File: src/rtl/bvts_pkg.sv
`timescale 1ns / 1ps
// ----------------------------------------------------------------------------
// bvts_pkg
// Shared types and constants for the best-value table search unit.
// ----------------------------------------------------------------------------
package bvts_pkg;

    localparam int ROWS       = 1024;
    localparam int ROW_BITS   = $clog2(ROWS);
    localparam int COUNT_BITS = $clog2(ROWS + 1);
    localparam int VALUE_BITS = 48;
    localparam int PARAM_BITS = 16;
    localparam int CODE_BITS  = 4;
    localparam int KIND_BITS  = 2;
    localparam int ADDR_BITS  = 4;
    localparam int DATA_BITS  = 64;

    localparam logic [KIND_BITS-1:0] KIND_UPDATE = 2'd0;
    localparam logic [KIND_BITS-1:0] KIND_SEARCH = 2'd1;
    localparam logic [KIND_BITS-1:0] KIND_READ   = 2'd2;

    localparam logic [CODE_BITS-1:0] CODE_IDENTITY = 4'd0;

    // Register select is the 8-byte word index of the address.
    localparam logic REG_VALUE_CAP = 1'b0;
    localparam logic REG_ROW_LIMIT = 1'b1;

    typedef struct packed {
        logic [VALUE_BITS-1:0] value;
        logic [CODE_BITS-1:0]  code;
        logic [PARAM_BITS-1:0] param_a;
        logic [PARAM_BITS-1:0] param_b;
        logic [PARAM_BITS-1:0] param_c;
        logic [PARAM_BITS-1:0] param_d;
        logic [PARAM_BITS-1:0] param_e;
    } t_row;

    typedef enum logic [1:0] {
        S_CLEAR,
        S_IDLE,
        S_CHECK,
        S_PROBE
    } t_state;

    typedef enum logic [2:0] {
        RES_NONE,
        RES_UPDATE,
        RES_MISS,
        RES_FOUND_MID,
        RES_FOUND_LO,
        RES_READ
    } t_res;

    typedef struct packed {
        logic clear;
        logic load;
        logic wr_row;
        logic srch_start;
        logic probe;
        logic done;
        t_res res_sel;
    } t_ctl_cmd;

    typedef struct packed {
        logic                 clear_last;
        logic [KIND_BITS-1:0] kind;
        logic                 upd_ok;
        logic                 miss;
        logic                 probe_eq;
        logic                 probe_more;
    } t_dp_status;

endpackage

File: src/rtl/bvts_ctrl.sv
`timescale 1ns / 1ps
// ----------------------------------------------------------------------------
// bvts_ctrl
// Controller: sequences the clearing pass, the row check and the search probes.
// ----------------------------------------------------------------------------
module bvts_ctrl
    import bvts_pkg::*;
(
    input  logic       i_clk,
    input  logic       i_rst_n,
    input  logic       i_start,
    input  t_dp_status i_status,
    output t_ctl_cmd   o_cmd,
    output logic       o_busy
);

    t_state r_state;
    t_state n_state;

    always_ff @(posedge i_clk) begin
        if (!i_rst_n) begin
            r_state <= S_CLEAR;
        end else begin
            r_state <= n_state;
        end
    end

    always_comb begin
        n_state = r_state;
        o_cmd   = '0;
        o_cmd.res_sel = RES_NONE;
        o_busy  = 1'b1;
        unique case (r_state)
            S_CLEAR: begin
                o_cmd.clear = 1'b1;
                if (i_status.clear_last) begin
                    n_state = S_IDLE;
                end
            end
            S_IDLE: begin
                o_busy = 1'b0;
                if (i_start) begin
                    o_cmd.load = 1'b1;
                    n_state    = S_CHECK;
                end
            end
            S_CHECK: begin
                n_state = S_IDLE;
                unique case (i_status.kind)
                    KIND_UPDATE: begin
                        o_cmd.wr_row  = i_status.upd_ok;
                        o_cmd.done    = 1'b1;
                        o_cmd.res_sel = RES_UPDATE;
                    end
                    KIND_SEARCH: begin
                        if (i_status.miss) begin
                            o_cmd.done    = 1'b1;
                            o_cmd.res_sel = RES_MISS;
                        end else begin
                            o_cmd.srch_start = 1'b1;
                            n_state          = S_PROBE;
                        end
                    end
                    KIND_READ: begin
                        o_cmd.done    = 1'b1;
                        o_cmd.res_sel = RES_READ;
                    end
                    default: begin
                        o_cmd.done    = 1'b1;
                        o_cmd.res_sel = RES_NONE;
                    end
                endcase
            end
            S_PROBE: begin
                if (i_status.probe_eq) begin
                    o_cmd.done    = 1'b1;
                    o_cmd.res_sel = RES_FOUND_MID;
                    n_state       = S_IDLE;
                end else begin
                    o_cmd.probe = 1'b1;
                    if (!i_status.probe_more) begin
                        o_cmd.done    = 1'b1;
                        o_cmd.res_sel = RES_FOUND_LO;
                        n_state       = S_IDLE;
                    end
                end
            end
            default: begin
                n_state = S_CLEAR;
            end
        endcase
    end

endmodule

File: config.mk
export PLATFORM = sky130hd
export DESIGN_NAME = bvts_ctrl
export DESIGN_NICKNAME = d
export VERILOG_FILES = /design/src/rtl/bvts_pkg.sv /design/src/rtl/bvts_ctrl.sv
export SDC_FILE = /design/constraint.sdc
export NUM_CORES = 1
export LEC_CHECK = 0
export ABC_AREA = 1
export BUFFER_PORTS_ARGS = -buffer_cell sky130_fd_sc_hd__buf_2
export CORE_AREA = 2 2 39 41
export DETAILED_ROUTE_END_ITERATION = 16
export DIE_AREA = 0 0 41 43
export RECOVER_POWER = 25
export SKIP_CTS_REPAIR_TIMING = 1
export SLEW_MARGIN = 20
export SYNTH_ARGS = -nofsm -noshare
export SYNTH_HDL_FRONTEND = slang
export SYNTH_SLANG_ARGS = --single-unit
File: constraint.sdc
create_clock -name i_clk -period 2.35 [get_ports i_clk]
set_input_delay 0.3525 -clock i_clk [delete_from_list [all_inputs] [get_ports i_clk]]
set_output_delay 0.3525 -clock i_clk [all_outputs]
set_load 0.01 [all_outputs]
==> impl_metrics.yaml, run 1 <==
synth:
  synthesis.nets: 61
  synth.top_cell.area_share: 0.182
  synth-seq-area-share: 0.145
  netlist_instances: 47
  synth-seq-cells: 2
  yosys.area.top_type: "ha_1"
  synth_area_leaders: "ha_1 (18%), inv_1 (18%), dfxtp_1 (15%), nand2_1 (14%), o21ai_0 (11%)"
  synthesis.area_um2: 275
  syn_avg_cell_area_um2: 5.86
  synth.distinct_cells: 12
  yosys_warnings: 0
setup_path:
  worst-setup-path-type: "flop to primary output"
  crit_buf_inv: 2
  cp_max_fo: 4
  cp.arrival_ns: 1.25
  cp_data_required_time_ns: 2.00
  cp_slowest_cell: "dfxtp_1"
  cp-end-kind: "primary output"
  path_cells: "ha_1, inv_1, nor2_1, nand2_1, o21ai_0, buf_2"
  critPathMaxStageDelay_ns: 0.36
  crit_family: "flip-flops"
  cp-start-kind: "flop"
detailed_routing:
  finalWirelength_um: 666
  ant_nets: 0
  first_pass_iters: 1
  wl_per_cell_um: 7.84
  drc: 0
  vias: 337
  routed_via_density: 3.96
  drt_iter0_drc: 0
timing:
  slew_headroom: 0.887
  setup_viol: 0
  rsz0062_at_grt: "false"
  hold_violations: 0
  maxSlewViolCount: 0
  clock_skew_ns: 0.000343
  layout_min_cycle_time_ns: 1.61
  worst_pin_slew_ns: 0.168
  setup_tns_ns: 0
  clock.fmax_ghz: 0.623
  period_share: 0.683
power_and_ir_drop:
  netSwitchingFraction: 0.422
  power.leakage_nw: 0.257
  peakVddDrop_mv: 0.259
  seqPwrFrac: 0.192
  power.density_nw_per_um2: 671
  clkPwrFrac: 0.286
  intPower_mw: 0.158
  p_sw_mw: 0.115
  combPwrFrac: 0.523
status:
  outcome: "complete, no violations"
layout:
  drive_gt1_frac: 0.348
  nets: 85
  regMostFlops: "r_state"
  area_growth_syn_to_layout_pct: 47.7
  final_common_cell: "buf_2"
  largest_registers: "r_state: 2 flops"
  design_area_um2: 407
  n_antenna_cell: 0
  final_cell_mix: "buf_2 (18), inv_1 (13), nand2_1 (10), o21ai_0 (6)"
  largest_reg_flops: 2
global_route:
  grt_pass1_vias: 309
  track_usage: 0.0932
  antenna_found_initial: 0
  overflow: 0
  grt_max_degree: 5
  grt_pass1_wl_um: 1090
die:
  start_util: 0.199
  dieHeight_um: 43
  die_area_um2: 1760
  rows: 14
  dieWidth_um: 41
  ios: 20
  core_area_um2: 1380
cts:
  path_clk_slew_ns: 0.03
  cts.sink_count: 2
  cts_made_buffers: 3
  cts_buffer_depth: 2
  htree_levels: 1
  clk_latency_ns: 0.23
  cts_root_buffer: "clkbuf_4"
  cts_tree: "done"
hold_path:
  hold_class: "primary input to flop"
flow_run:
  drv_cap: 0
placement:
  io_buffers: 19
  place_area_um2: 390
  place_hpwl_um: 572
  gp_congestion: 0.601
per-stage QoR:
stage / setup WS [ns] / instances / total power [mW] / hold WS [ns] / util
after floorplan: 0.990 / 47 / 0.151 / 0.488 / -
after global placement: 0.988 / 82 / 0.202 / 0.521 / 0.282
after detailed placement: 0.965 / 82 / 0.202 / 0.522 / 0.282
after CTS: 0.720 / 85 / 0.286 / 0.368 / 0.298
after global routing: 0.608 / 85 / 0.306 / 0.386 / 0.294
final: 0.745 / 85 / 0.273 / 0.378 / 0.294
path summary, 6_finish.rpt:
path                                              start                 endpoint  slack (ns)  cells after the start
worst max-delay path            r_state[0]$_SDFFE_PN0P_                 o_cmd[2]        0.74                      6
worst min-delay path                            i_rst_n  r_state[1]$_SDFFE_PN0P_        0.38                      3
worst max register to register  r_state[0]$_SDFFE_PN0P_  r_state[0]$_SDFFE_PN0P_        1.18                      6
worst min register to register  r_state[0]$_SDFFE_PN0P_  r_state[0]$_SDFFE_PN0P_        0.52                      2
synthesized netlist by cell type, drive strengths merged:
cell type	instances
nand2	10
nand3	2
ha	4
nor3	1
nor2	4
a21oi	1
nand4	2
o21ai	6
dfxtp	2
clkinv	1
inv	14
power groups by stage:
stage	Sequential, mW	Combinational (mW)	Clock [mW]
2_1_floorplan	0.0513	0.0998	0
3_3_place_gp	0.0524	0.150	0
3_5_place_dp	0.0532	0.149	0
4_1_cts	0.0525	0.150	0.0833
5_1_grt	0.0555	0.166	0.0849
6_report	0.0523	0.143	0.0779
cell families (layout without fill, tap and decap cells):
| logic type | after synthesis | after routing | synth area share |
|---|---|---|---|
| adder cells (fa/ha/maj) | 4 | 4 | 0.182 |
| AND/OR/NAND/NOR | 19 | 19 | 0.327 |
| buffers and inverters | 15 | 37 | 0.205 |
| AO/OA/AOI/OAI | 7 | 7 | 0.141 |
| flip-flops | 2 | 2 | 0.145 |
metal layers:
layer,part of all wire,track usage,vias to the layer above,wire length [um]
met4,0.029,0.0800,0,19
met1,0.42,0.102,134,283
met2,0.46,0.144,15,305
li1,-,-,186,-
met3,0.087,0.0157,2,58
met5,0,0,-,0
cell type report:
| cell class | instances | area, um^2 |
|---|---|---|
| Sequential cell | 2 | 40.0 |
| Clock buffer | 3 | 22.5 |
| Tap cell | 16 | 20.0 |
| Inverter | 15 | 56.3 |
| Fill cell | 175 | 977 |
| Timing Repair Buffer | 19 | 93.8 |
| Multi-Input combinational cell | 30 | 174 |
worst min-delay path, delay by kind of cell:
| kind | cells | cell delay, ns |
|---|---|---|
| buffers and inverters | 1 | 0.10 |
| AND/OR/NAND/NOR | 1 | 0.07 |
| AO/OA/AOI/OAI | 1 | 0.03 |
No activity file was read; power rests on OpenSTA's default activity.
==> inputs of run 2 (changes only) <==
==> constraint.sdc (replaced) <==
create_clock -name i_clk -period 1.3 [get_ports i_clk]
set_input_delay 0.195 -clock i_clk [delete_from_list [all_inputs] [get_ports i_clk]]
set_output_delay 0.195 -clock i_clk [all_outputs]
set_load 0.01 [all_outputs]
==> run 2 against run 1 <==
  * Design area is 13% higher
  * Sequential cell count stayed put
  * Combinational power is 100% higher
  * Worst hold slack worse by 0.17 ns
  * Worst setup slack worse by 0.76 ns
  * Sequential share of layout area is 0.48 points higher
  * The run now ends with negative setup slack left
  * Critical path type unchanged
  * Clock power is 84% higher
==> impl_metrics.yaml, run 2 (synthesis gave the netlist of run 1 again) <==
timing:
  slew_headroom: 0.885
  worst_pin_slew_ns: 0.170
  layout_min_cycle_time_ns: 1.31
  setup_ws_ns: -0.0117
  rsz0062_at_grt: "true"
  maxSlewViolCount: 0
  period_share: 1.01
  hold_violations: 0
  clock_skew_ns: 0.00215
  clock.fmax_ghz: 0.762
  setup_viol: 3
layout:
  utilization: 0.333
  largest_registers: "r_state: 2 flops"
  regArea_um2: 47.5
  nFillCells: 150
  drive_gt1_frac: 0.514
  stdcell_count: 86
  largest_reg_flops: 2
  area_growth_syn_to_layout_pct: 67.3
  design_area_um2: 460
  regMostFlops: "r_state"
  n_antenna_cell: 0
  multi_input_area_um2: 211
  final_common_cell: "buf_2"
  nets: 86
  final_cell_mix: "buf_2 (19), inv_1 (11), nand2_1 (9), o21ai_0 (4)"
detailed_routing:
  drc: 0
  first_pass_iters: 5
  ant_nets: 0
  vias: 358
  route.met3.wl_um: 76
  routed.top_layer: "met4"
  routed_via_density: 4.16
  wl_per_cell_um: 8.41
  drt_iter0_drc: 8
  finalWirelength_um: 723
  wl_met1_um: 308
  met2_length_um: 318
die:
  core_area_um2: 1380
  dieWidth_um: 41
  die_area_um2: 1760
  dieHeight_um: 43
  rows: 14
  start_util: 0.199
  ios: 20
setup_path:
  r2r_slack_ns: 0.12
  reg2reg_from: "r_state[1]$_SDFFE_PN0P_"
  cp_max_fo: 4
  critPathLaunch: "r_state[0]$_SDFFE_PN0P_"
  cp-start-kind: "flop"
  cp-end-kind: "primary output"
  cp.arrival_ns: 1.12
  worst-setup-path-type: "flop to primary output"
  cp_data_required_time_ns: 1.11
power_and_ir_drop:
  p_sw_mw: 0.237
  clkPwrFrac: 0.259
  seqPwrFrac: 0.215
  power.density_nw_per_um2: 1200
  intPower_mw: 0.316
  combPwrFrac: 0.527
  power_mw: 0.553
  netSwitchingFraction: 0.428
  power.leakage_nw: 0.266
  peakVddDrop_mv: 0.460
cts:
  cts.sink_count: 2
  cts_root_buffer: "clkbuf_4"
  clk_latency_ns: 0.23
  cts_tree: "done"
  htree_levels: 1
  path_clk_slew_ns: 0.03
  cts_buffer_depth: 2
  cts_made_buffers: 3
placement:
  place_area_um2: 390
  pre_cts_ws_ns: 0.0797
  gp_congestion: 0.662
  dpl.cell_count: 82
  place_hpwl_um: 580
  io_buffers: 19
hold_path:
  hold_start: "i_rst_n"
  hold_class: "primary input to flop"
global_route:
  grt_pass1_vias: 290
  overflow: 0
  antenna_found_initial: 0
  grt_max_degree: 5
  track_usage: 0.0921
  grt_pass1_wl_um: 1050
status:
  failed_checks: "negative setup slack"
  outcome: "finished with violations"
flow_run:
  drv_cap: 0
[run 2: cell count changes in the layout (fill, tap and decap cells not counted), sizes merged]
cell    delta
clkbuf     -1
buf        +2
[run 2: layout make-up]
cell class	count	share of cell area
Multi-Input combinational cell	30	0.459
Timing Repair Buffer	20	0.223
Inverter	15	0.122
Sequential cell	2	0.103
Clock buffer	3	0.0489
Tap cell	16	0.0435
[run 2: final timing paths]
path	end	cells past startpoint
max reg2reg	r_state[0]$_SDFFE_PN0P_	6
min reg2reg	r_state[0]$_SDFFE_PN0P_	2
max	o_cmd[5]	5
min	r_state[1]$_SDFFE_PN0P_	3
[run 2: critical path: stages (launching register included)]
cell and delay (ns):
dfxtp_4 0.35, inv_2 0.07, ha_4 0.14, nand4_1 0.12, inv_1 0.08, buf_2 0.12
[run 2: power groups by stage]
stage | sequential, mW | combinational, mW | clock [mW]
floorplan | 0.0927 | 0.180 | 0
global route | 0.123 | 0.338 | 0.150
CTS | 0.0957 | 0.269 | 0.147
finish | 0.119 | 0.291 | 0.143
global placement | 0.0945 | 0.267 | 0
detailed placement | 0.0968 | 0.267 | 0
[run 2: layer usage]
| metal | global-route usage | vias to the layer above |
|---|---|---|
| li1 | - | 189 |
| met1 | 0.102 | 148 |
| met2 | 0.131 | 19 |
| met3 | 0.0314 | 2 |
| met4 | 0.0800 | 0 |
| met5 | 0 | - |
[run 2: stage by stage]
step / hold slack [ns] / setup TNS, ns
4_1_cts: 0.217 / -0.861
3_3_place_gp: 0.456 / 0
3_5_place_dp: 0.459 / 0
2_1_floorplan: 0.331 / 0
5_1_grt: 0.246 / -0.510
6_report: 0.209 / -0.0243
